**src/hw/rtl/aged_three_way_hash_table_top_macros.svh**
```systemverilog
// ---------------------------------------------------------------------------
// Aged three-way hash table: assertion macros
// Clocked property checks for the hash table top level. They compile to
// nothing when SYNTH is defined.
// ---------------------------------------------------------------------------
`ifndef AGED_THREE_WAY_HASH_TABLE_TOP_MACROS_SVH
`define AGED_THREE_WAY_HASH_TABLE_TOP_MACROS_SVH

`ifndef SYNTH
// A property that must hold at every clock edge outside reset.
`define ATH_ASSERT(label, prop, msg) \
	label: assert property (@(posedge clk) disable iff (!arst_n) prop) else $error(msg);
// A condition that must never be seen at a clock edge outside reset.
`define ATH_NEVER(label, cond, msg) \
	`ATH_ASSERT(label, !(cond), msg)
`else
`define ATH_ASSERT(label, prop, msg)
`define ATH_NEVER(label, cond, msg)
`endif

`endif

```
**src/hw/rtl/ath_pkg.sv**
```systemverilog
// ---------------------------------------------------------------------------
// Aged three-way hash table: package
// Sizes, codes, entry layout and the types shared by the hash table modules.
// ---------------------------------------------------------------------------
`timescale 1ns / 1ps

package ath_pkg;

	// Number of clusters; a power of two of at least two, so that the cluster
	// index is the low bits of the key.
	localparam int CLUSTERS = 1024;
	localparam int WAYS     = 3;
	localparam int IDX_W    = $clog2(CLUSTERS);
	localparam int WAY_W    = 2;
	localparam int TAG_W    = 32;
	localparam int METRIC_W = 10;

	localparam logic [7:0] AGE_MASK   = 8'hFC;
	localparam logic [7:0] BOUND_MASK = 8'h03;
	localparam logic [7:0] DEPTH_BIAS = 8'd127;
	localparam logic [7:0] GEN_STEP   = 8'd4;

	typedef logic [IDX_W-1:0] ath_idx_t;
	typedef logic [WAY_W-1:0] ath_way_t;

	localparam ath_idx_t IDX_LAST = IDX_W'(CLUSTERS - 1);
	localparam ath_way_t WAY_LAST = WAY_W'(WAYS - 1);

	typedef enum logic [1:0] {
		KIND_PROBE      = 2'd0,
		KIND_WRITE      = 2'd1,
		KIND_NEW_SEARCH = 2'd2
	} ath_kind_t;

	typedef enum logic [1:0] {
		ST_CLEAR,
		ST_IDLE,
		ST_SCAN,
		ST_COMMIT
	} ath_state_t;

	// One way of a cluster. Depth is held biased by 127; the age/bound byte
	// carries the generation in bits 7..2 and the bound code in bits 1..0.
	typedef struct packed {
		logic [TAG_W-1:0] tag;
		logic [15:0]      move;
		logic [31:0]      score;
		logic [31:0]      seval;
		logic [7:0]       depth;
		logic [7:0]       age_bound;
		logic             pv;
	} ath_entry_t;

	typedef ath_entry_t [WAYS-1:0] ath_row_t;

	// Verdict of the shared way compare unit.
	typedef struct packed {
		logic                       hit;
		logic                       better;
		logic                       cur;
		logic                       vacant;
		logic signed [METRIC_W-1:0] metric;
	} ath_cmp_t;

	// Accepted item held while its cluster is processed.
	typedef struct packed {
		logic [1:0]       kind;
		ath_idx_t         idx;
		logic [TAG_W-1:0] tag;
		logic [31:0]      value;
		logic [31:0]      seval;
		logic [8:0]       depth;
		logic [1:0]       bound;
		logic [15:0]      move;
		logic             pv;
	} ath_item_t;

endpackage

```
**src/hw/rtl/ath_way_unit.sv**
```systemverilog
// ---------------------------------------------------------------------------
// Aged three-way hash table: way compare unit
// Judges one way against the key and the best candidate so far: tag hit,
// vacancy, current generation and replacement metric.
// ---------------------------------------------------------------------------
`timescale 1ns / 1ps

module ath_way_unit import ath_pkg::*; (
	input  ath_entry_t                 entry,
	input  logic [TAG_W-1:0]           tag,
	input  logic [7:0]                 gen,
	input  logic                       write_mode,
	input  logic                       first,
	input  logic signed [METRIC_W-1:0] best,
	output ath_cmp_t                   cmp
);

	logic                       cur;
	logic                       vacant;
	logic signed [METRIC_W-1:0] metric;

	assign cur    = (entry.age_bound & AGE_MASK) == gen;
	assign vacant = entry.depth == DEPTH_BIAS;

	// Smaller metric wins. A write prefers an older generation and then the
	// shallower entry; a probe discounts current entries by the depth bias.
	always_comb begin
		if (write_mode) begin
			metric = $signed({1'b0, cur, entry.depth});
		end else begin
			metric = $signed({2'b00, entry.depth})
				- (cur ? $signed(METRIC_W'(DEPTH_BIAS)) : $signed(METRIC_W'(0)));
		end
	end

	always_comb begin
		cmp.cur    = cur;
		cmp.vacant = vacant;
		cmp.metric = metric;
		cmp.hit    = (entry.tag == tag) || (!write_mode && vacant);
		cmp.better = first || (metric < best);
	end

endmodule

```
**config.mk**
```make
export PLATFORM = sky130hd
export DESIGN_NAME = ath_way_unit
export DESIGN_NICKNAME = d
export VERILOG_FILES = /design/src/hw/rtl/aged_three_way_hash_table_top_macros.svh /design/src/hw/rtl/ath_pkg.sv /design/src/hw/rtl/ath_way_unit.sv
export SDC_FILE = /design/constraint.sdc
export NUM_CORES = 1
export LEC_CHECK = 0
export BUFFER_PORTS_ARGS = -buffer_cell sky130_fd_sc_hd__buf_2
export CORE_AREA = 2 2 75 77
export DETAILED_ROUTE_END_ITERATION = 16
export DIE_AREA = 0 0 77 79
export MAX_ROUTING_LAYER = met4
export PLACE_DENSITY = 0.69
export SYNTH_ARGS = -nofsm -noshare
export SYNTH_HDL_FRONTEND = slang
export SYNTH_SLANG_ARGS = --single-unit
```
**constraint.sdc**
```tcl
create_clock -name vclk -period 8.95
set_input_delay 1.79 -clock vclk [all_inputs]
set_output_delay 1.79 -clock vclk [all_outputs]
set_load 0.05 [all_outputs]
```
==> flow_summary.yaml, run 1 <==
power_and_ir_drop:
  vdd_ir_drop_max_mv: 0.0221
  p_seq_share_pct: 0
  p_per_area_nw_per_um2: 51.9
  p_sw_uw: 52.4
  power_uw: 92.9
  power_leakage_nw: 0.961
  p_int_uw: 40.5
  p_clk_share_pct: 0
  switching_share_pct: 56.4
  combinationalPowerShare_pct: 100.0
routing:
  via_count: 1376
  wire_per_inst_um: 10.5
  via_per_inst: 4.18
  ant_nets: 0
  drtIter0Drc: 23
  drc_errors: 0
  finalWirelength_um: 3450
  drtPass1Iterations: 4
grt:
  antenna_found_initial: 0
  gr-total-overflow: 0
  first_global_vias: 1254
  grt_util_met3_pct: 1.59
  grt_pass1_wl_um: 5260
  grt_max_degree: 18
  grt_use_met2_pct: 19.4
  use_met1_pct: 12.2
  busiest_layer: "met2"
  track_usage_pct: 10.2
worst_setup_path:
  cp-start-kind: "primary input"
  critPathMaxFanout: 9
  worstSetupPathType: "primary input to primary output"
  endpoint_kind: "primary output"
  arrival_ns: 5.18
  cp_data_required_time_ns: 7.16
timing:
  rsz0062_at_grt: "false"
  final.min_clock_period_ns: 6.97
  worstMarginPinSlew_ns: 0.376
  fmax_ghz: 0.143
  hold_viol: 0
  drv_slew: 0
  tns_ns: 0
  finalSetupViolCount: 0
  fin_crit_sh_pct: 77.9
  maxSlewHeadroom_pct: 74.8
clock_tree:
  postCtsHoldBufs: 0
  cts_resized: 0
  cts_setup_buffers: 0
floorplanning:
  core_sq_um: 5340
  fp.dieH_um: 79
  initial_core_util_pct: 21.8
  die-area_sq_um: 6080
  fp-row-count: 27
  ios: 195
  die_w_um: 77
logic_synthesis:
  synth_fp_nets: 350
  yosysWarnings: 0
  synth_area_per_cell_sq_um: 7.82
  synth.distinct_cells: 37
  ys_top_cells_by_area: "xor2_1 (28%), ha_1 (20%), xnor2_1 (5.3%), nor4_1 (4.3%), inv_1 (3.9%)"
  syn_area_sq_um: 1160
  synth_cells: 149
  synth.most_common_cell: "xor2_1"
  synth_top_area_cell: "xor2_1"
  synthTopCellsByCount: "xor2_1 (37), ha_1 (19), inv_1 (12), nand2_1 (8), nor4_1 (8)"
  ys_seq_area_share_pct: 0
  synth_top_area_share_pct: 27.8
layout:
  nClkBuffers: 0
  fill_cells: 598
  fin_nets: 460
  seq_area_sq_um: 0
  layout.sequential_cells: 0
  syn2layout_area_growth_pct: 53.6
  drive_gt1_share_pct: 47.5
  insertedDiodeCount: 0
hold_path:
  hold_class: "primary input to primary output"
  worstHoldStart: "first"
  hold_path_depth: 4
  holdPathEnd: "cmp[12]"
placed_design:
  gp_congestion: 0.825
  port-buffer-count: 112
  dp_hpwl_um: 3140
run:
  maxCapViolations: 0
run_status:
  status: "finished, final reports clean"
## cell type report
type	count	area [sq um]	area share, %
multi-input combinational	132	1090	60.9
tap	72	90.1	5.03
timing repair buffer	112	561	31.3
inverter	13	48.8	2.73
## placed cells by master (no fill, tap or decap), types with 2 or more instances in the layout
cell	synthesis	final
inv_1	12	12
nand2_1	8	8
a21o_1	4	4
o21ai_1	6	6
nor2b_1	2	2
nand4_1	4	4
xnor2_1	7	7
a21oi_1	2	2
ha_1	19	19
buf_2	0	112
nor3_2	2	2
nor2_1	7	7
o21ai_0	3	3
nor4_1	8	8
xor2_1	37	37
nand3_1	4	4
## through the flow
| stage | hold slack, ns | cell area, sq um | worst slack, ns | cells | utilization, % |
|---|---|---|---|---|---|
| 2_1_floorplan | 3.83 | 1160 | 1.44 | 149 | - |
| 3_3_place_gp | 4.01 | 1790 | 1.99 | 329 | 33.5 |
| 3_5_place_dp | 4.00 | 1790 | 1.96 | 329 | 33.5 |
| 4_1_cts | 4.01 | 1790 | 1.91 | 329 | 33.5 |
| 5_1_grt | 4.02 | 1790 | 1.59 | 329 | 33.5 |
| 6_report | 4.00 | 1790 | 1.98 | 329 | 33.5 |
## power groups by stage
| stage | clock [mW] | sequential [mW] | combinational, mW |
|---|---|---|---|
| finish | 0 | 0 | 0.0929 |
| global route | 0 | 0 | 0.102 |
| CTS | 0 | 0 | 0.0938 |
| detailed placement | 0 | 0 | 0.0932 |
| global placement | 0 | 0 | 0.0917 |
| floorplan | 0 | 0 | 0.0572 |
## metal layers
layer | routed length [um] | vias up
met3 | 248 | 0
li1 | - | 735
met2 | 1790 | 45
met4 | 0 | 0
met1 | 1410 | 596
met5 | 0 | -
## worst max path at each step
stage | from | end | slack [ns]
final | gen[2] | cmp[12] | 1.98
after global routing | gen[2] | cmp[12] | 1.59
after CTS | gen[2] | cmp[12] | 1.91
after detailed placement | gen[2] | cmp[12] | 1.96
after global placement | gen[2] | cmp[12] | 1.99
after floorplan | gen[2] | cmp[12] | 1.44
## worst max-delay path: stages
cell      delay (ns)
buf_2           0.10
xor2_1          0.16
nor3_2          0.11
nand3_1         0.14
nor4_4          0.30
inv_1           0.27
ha_1            0.32
nor2b_1         0.14
o21ai_1         0.12
nand2b_1        0.09
xnor2_1         0.13
o21ai_1         0.21
ha_1            0.30
a21o_1          0.17
a211oi_1        0.22
nor2_1          0.09
o31ai_2         0.23
buf_2           0.29
## logic make-up (layout without fill, tap and decap cells)
| group | count (synthesis) | in the layout | share of synthesized area [%] |
|---|---|---|---|
| fa+ha+maj | 20 | 20 | 22.1 |
| xor+xnor | 44 | 44 | 33.1 |
| simple gates | 43 | 43 | 22.1 |
| mux | 1 | 1 | 0.967 |
| buf+inv | 17 | 125 | 6.44 |
| compound gates | 24 | 24 | 15.3 |
(Power assumes the default switching activity.)
==> inputs of run 2 (changes only) <==
--- a/config.mk
+++ b/config.mk
@@ -5,12 +5,13 @@
 export SDC_FILE = /design/constraint.sdc
 export NUM_CORES = 1
 export LEC_CHECK = 0
+export ABC_AREA = 1
 export BUFFER_PORTS_ARGS = -buffer_cell sky130_fd_sc_hd__buf_2
 export CORE_AREA = 2 2 75 77
 export DETAILED_ROUTE_END_ITERATION = 16
 export DIE_AREA = 0 0 77 79
 export MAX_ROUTING_LAYER = met4
-export PLACE_DENSITY = 0.69
+export PLACE_DENSITY = 0.77
 export SYNTH_ARGS = -nofsm -noshare
 export SYNTH_HDL_FRONTEND = slang
 export SYNTH_SLANG_ARGS = --single-unit
==> constraint.sdc (replaced) <==
create_clock -name vclk -period 5.91
set_input_delay 1.182 -clock vclk [all_inputs]
set_output_delay 1.182 -clock vclk [all_outputs]
set_load 0.05 [all_outputs]
==> run 2 against run 1 <==
  * Via count is 35% higher
  * Combinational power is 63% higher
  * Critical path type unchanged
  * Die area stayed put
  * Critical path depth is 5 higher
  * Synthesized area is 21% higher
  * First-iteration DRC count is 96% higher
  * Final cell count is 37% higher
  * Clock-buffer cell count stayed put
==> flow_summary.yaml, run 2 <==
grt:
  grt_pass1_wl_um: 7610
  gr-total-overflow: 0
  grt_use_met2_pct: 24.7
  busiest_layer: "met2"
  grt_max_degree: 11
  first_global_vias: 1761
  antenna_found_initial: 6
  grt_util_met3_pct: 6.93
  track_usage_pct: 15.5
  use_met1_pct: 19.3
layout:
  seq_area_sq_um: 0
  final_common_cell: "buf_2"
  fin_nets: 576
  fill_cells: 610
  nClkBuffers: 0
  layout_common_cells: "buf_2 (112), nand2_1 (98), inv_1 (55)"
  syn2layout_area_growth_pct: 46.1
  drive_gt1_share_pct: 32.4
  layout.sequential_cells: 0
floorplanning:
  fp.dieH_um: 79
  fp-row-count: 27
  initial_core_util_pct: 26.4
  core_sq_um: 5340
  die-area_sq_um: 6080
  die_w_um: 77
  ios: 195
worst_setup_path:
  critPathMaxFanout: 9
  crit_slowest_cell: "ha_1"
  path_delay_family: "simple AND/OR/NAND/NOR gates"
  worstSetupPathType: "primary input to primary output"
  cp-start-kind: "primary input"
  endpoint_kind: "primary output"
  slowest_delay_ns: 0.34
  path_common_cell: "nand2_1"
  critPathBufInv: 3
  crit_chain: "buf_2 > a21oi_1 > nand2_1 > nor3_1 > nand3_1 > buf_4 > ha_1 > a21oi_1 > o21ai_0 > nor2_1 > nand2_1 > nand2_1 > nand2_1 > ha_1 > nand2_1 > nor2_2 > nand2_1 > nor2_1 > nand2_1 > nand2_1 > nand2_1 > nand3_2 > buf_2"
  arrival_ns: 4.25
  cp_data_required_time_ns: 4.73
logic_synthesis:
  synth_cells: 263
  ys_top_cells_by_area: "nand2_1 (26%), ha_1 (17%), xnor2_1 (15%), inv_1 (15%), nor2_1 (4.8%)"
  synthTopCellsByCount: "nand2_1 (98), inv_1 (55), xnor2_1 (24), ha_1 (19), nor2_1 (18)"
  synth_top_area_cell: "nand2_1"
  synth_fp_nets: 464
  synth_top_area_share_pct: 26.1
  syn_area_sq_um: 1410
  synth.most_common_cell: "nand2_1"
  ys_seq_area_share_pct: 0
  synth_area_per_cell_sq_um: 5.35
  yosysWarnings: 0
  synth.distinct_cells: 22
timing:
  fin_crit_sh_pct: 91.9
  fin_ws_ns: 0.477
  tns_ns: 0
  hold_viol: 0
  worstMarginPinSlew_ns: 0.264
  drv_slew: 0
  maxSlewHeadroom_pct: 82.6
  rsz0062_at_grt: "false"
  final.min_clock_period_ns: 5.43
  fmax_ghz: 0.184
  finalSetupViolCount: 0
placed_design:
  port-buffer-count: 112
  gp_congestion: 0.871
  pre_cts_slack_ns: 0.477
  dp_hpwl_um: 4260
routing:
  via_per_inst: 4.10
  finalWirelength_um: 4590
  drtPass1Iterations: 4
  ant_nets: 0
  drtIter0Drc: 45
  wire_per_inst_um: 10.1
  via_count: 1854
  drc_errors: 0
clock_tree:
  cts_resized: 0
  cts_setup_buffers: 0
  postCtsHoldBufs: 0
power_and_ir_drop:
  power_leakage_nw: 1.31
  p_per_area_nw_per_um2: 73.4
  vdd_ir_drop_max_mv: 0.0276
hold_path:
  hold_path_depth: 4
  hold_class: "primary input to primary output"
  worstHoldStart: "first"
  holdPathEnd: "cmp[12]"
run:
  maxCapViolations: 0
run_status:
  status: "finished, final reports clean"
-- run 2: how the worst max path moves through the flow --
stage               startpoint       to  depth (start not counted)  slack, ns
floorplan               gen[3]  cmp[12]                         18       0.20
global placement      entry[4]  cmp[12]                         24       0.53
detailed placement    entry[4]  cmp[12]                         24       0.48
CTS                   entry[4]  cmp[12]                         24       0.48
global route          entry[4]  cmp[12]                         24      0.005
finish                entry[4]  cmp[12]                         23       0.48
-- run 2: cell families after synthesis --
logic type | share of synthesized area, %
xor gates and xnor gates | 16.2
AOI/OAI and AO/OA | 5.16
adders and majority gates | 18.3
buffers and inverters | 17.2
and+or+nand+nor | 43.2
-- run 2: area by class of cell --
class / instances / area (sq um) / area share, %
antenna: 7 / 17.5 / 0.852
inverter: 56 / 215 / 10.5
multi-input combinational: 204 / 1170 / 56.7
tap: 72 / 90.1 / 4.38
timing repair buffer: 113 / 568 / 27.6
-- run 2: stage by stage --
| stage | hold slack (ns) | util [%] | instances | power [mW] | instance area, sq um |
|---|---|---|---|---|---|
| 6_report | 2.77 | 38.5 | 452 | 0.151 | 2060 |
| 5_1_grt | 2.79 | 38.5 | 451 | 0.172 | 2050 |
| 4_1_cts | 2.77 | 38.2 | 445 | 0.152 | 2040 |
| 3_5_place_dp | 2.77 | 38.2 | 445 | 0.151 | 2040 |
| 3_3_place_gp | 2.77 | 38.2 | 445 | 0.148 | 2040 |
| 2_1_floorplan | 2.60 | - | 263 | 0.0957 | 1410 |
-- run 2: routing by layer --
metal / up-vias / part of all wire (%)
met5: - / 0
met4: 0 / 0
met3: 0 / 14
met2: 82 / 39
met1: 740 / 47
li1: 1032 / -
-- run 2: where the power goes --
part / switching (mW) / leakage [nW] / total [mW] / internal (mW)
logic: 0.0864 / 1.31 / 0.151 / 0.0646
clock network: 0 / 0.0000444 / 0.000000158 / 0.000000158
registers: 0 / 0 / 0 / 0
==> inputs of run 3 (changes only) <==
--- a/config.mk
+++ b/config.mk
@@ -5,13 +5,12 @@
 export SDC_FILE = /design/constraint.sdc
 export NUM_CORES = 1
 export LEC_CHECK = 0
-export ABC_AREA = 1
 export BUFFER_PORTS_ARGS = -buffer_cell sky130_fd_sc_hd__buf_2
 export CORE_AREA = 2 2 75 77
 export DETAILED_ROUTE_END_ITERATION = 16
 export DIE_AREA = 0 0 77 79
 export MAX_ROUTING_LAYER = met4
-export PLACE_DENSITY = 0.77
+export PLACE_DENSITY = 0.72
 export SYNTH_ARGS = -nofsm -noshare
 export SYNTH_HDL_FRONTEND = slang
 export SYNTH_SLANG_ARGS = --single-unit
==> run 3 against run 2 <==
  * Critical path depth fell by 6
  * Cell area fell by 12%
  * Largest cell class unchanged
  * Final cell count fell by 27%
  * Clock-buffer cell count did not move
  * Die area did not move
==> flow_summary.yaml, run 3 (same netlist as run 1, synthesis figures left out) <==
run_status:
  status: "finished, final reports clean"
power_and_ir_drop:
  p_clk_share_pct: 0
  p_seq_share_pct: 0
  p_sw_uw: 81.0
  power_leakage_nw: 0.971
  vdd_ir_drop_max_mv: 0.0328
  p_int_uw: 62.2
  p_per_area_nw_per_um2: 78.9
  power_uw: 143
  switching_share_pct: 56.6
  combinationalPowerShare_pct: 100.0
worst_setup_path:
  cp_data_required_time_ns: 4.73
  critPathMaxFanout: 9
  worstSetupPathType: "primary input to primary output"
  endpoint_kind: "primary output"
  cp-start-kind: "primary input"
  arrival_ns: 4.36
routing:
  wire_per_inst_um: 10.6
  drtPass1Iterations: 4
  drtIter0Drc: 21
  drc_errors: 0
  ant_nets: 0
  finalWirelength_um: 3500
  via_per_inst: 4.24
  via_count: 1400
clock_tree:
  postCtsHoldBufs: 0
  cts_resized: 0
  cts_setup_buffers: 0
layout:
  fin_cells: 330
  nClkBuffers: 0
  final_util_pct: 34.0
  seq_area_sq_um: 0
  insertedDiodeCount: 0
  fin_nets: 461
  layout.sequential_cells: 0
  layout_common_cells: "buf_2 (112), xor2_1 (37), ha_1 (19)"
  drive_gt1_share_pct: 48.8
  final_area_sq_um: 1810
  syn2layout_area_growth_pct: 55.7
  final_common_cell: "buf_2"
timing:
  finalSetupViolCount: 0
  drv_slew: 0
  hold_viol: 0
  worstMarginPinSlew_ns: 0.426
  maxSlewHeadroom_pct: 71.4
  tns_ns: 0
  rsz0062_at_grt: "false"
  fin_ws_ns: 0.369
  fin_crit_sh_pct: 93.8
  final.min_clock_period_ns: 5.54
  fmax_ghz: 0.180
  hold_ws_ns: 2.78
grt:
  track_usage_pct: 11.1
  antenna_found_initial: 0
  grt_max_degree: 18
  first_global_vias: 1324
  gr-total-overflow: 0
  grt_pass1_wl_um: 5620
floorplanning:
  initial_core_util_pct: 21.8
  core_sq_um: 5340
  die-area_sq_um: 6080
  die_w_um: 77
  ios: 195
  fp.dieH_um: 79
  fp-row-count: 27
hold_path:
  hold_path_depth: 3
  hold_class: "primary input to primary output"
  holdPathEnd: "cmp[7]"
  worstHoldStart: "entry[16]"
placed_design:
  port-buffer-count: 112
  placed_cell_area_sq_um: 1810
  pre_cts_slack_ns: 0.336
  dp_cells: 330
  gp_congestion: 0.817
  dp_hpwl_um: 3250
run:
  maxCapViolations: 0
-- run 3: how the worst max path moves through the flow --
stage	end	from	slack, ns	depth (start not counted)
detailed placement	cmp[12]	gen[2]	0.34	17
global route	cmp[12]	gen[2]	0.05	18
global placement	cmp[12]	gen[2]	0.36	17
finish	cmp[12]	gen[2]	0.37	17
floorplan	cmp[12]	gen[2]	0.005	14
CTS	cmp[12]	gen[2]	0.33	17
-- run 3: area by class of cell --
cell class | count | area, sq um
Fill cell | 591 | 3520
Inverter | 13 | 48.8
Multi-Input combinational cell | 132 | 1110
Tap cell | 72 | 90.1
Timing Repair Buffer | 113 | 568
-- run 3: critical path, stage by stage --
cell	delay, ns
buf_2	0.10
xor2_1	0.16
nor3_2	0.10
nand3_1	0.14
nor4_4	0.17
inv_1	0.23
ha_1	0.41
nand3_1	0.11
nand2_2	0.11
a31oi_4	0.10
o21a_2	0.23
a21o_1	0.17
ha_1	0.28
o21ai_0	0.07
a311oi_1	0.43
o31ai_4	0.12
buf_2	0.23
-- run 3: power by group through the flow --
stage	Combinational, mW	Clock, mW	Sequential, mW
floorplan	0.0891	0	0
global placement	0.142	0	0
detailed placement	0.144	0	0
CTS	0.145	0	0
global route	0.159	0	0
finish	0.143	0	0
-- run 3: routing by layer --
metal  track usage (%)  up-vias  share of wire, %
met4             0.714        0              0.60
met1              13.0      609                39
li1                  -      736                 -
met2              21.4       53                54
met3              1.14        2               6.2
met5                 -        -                 0
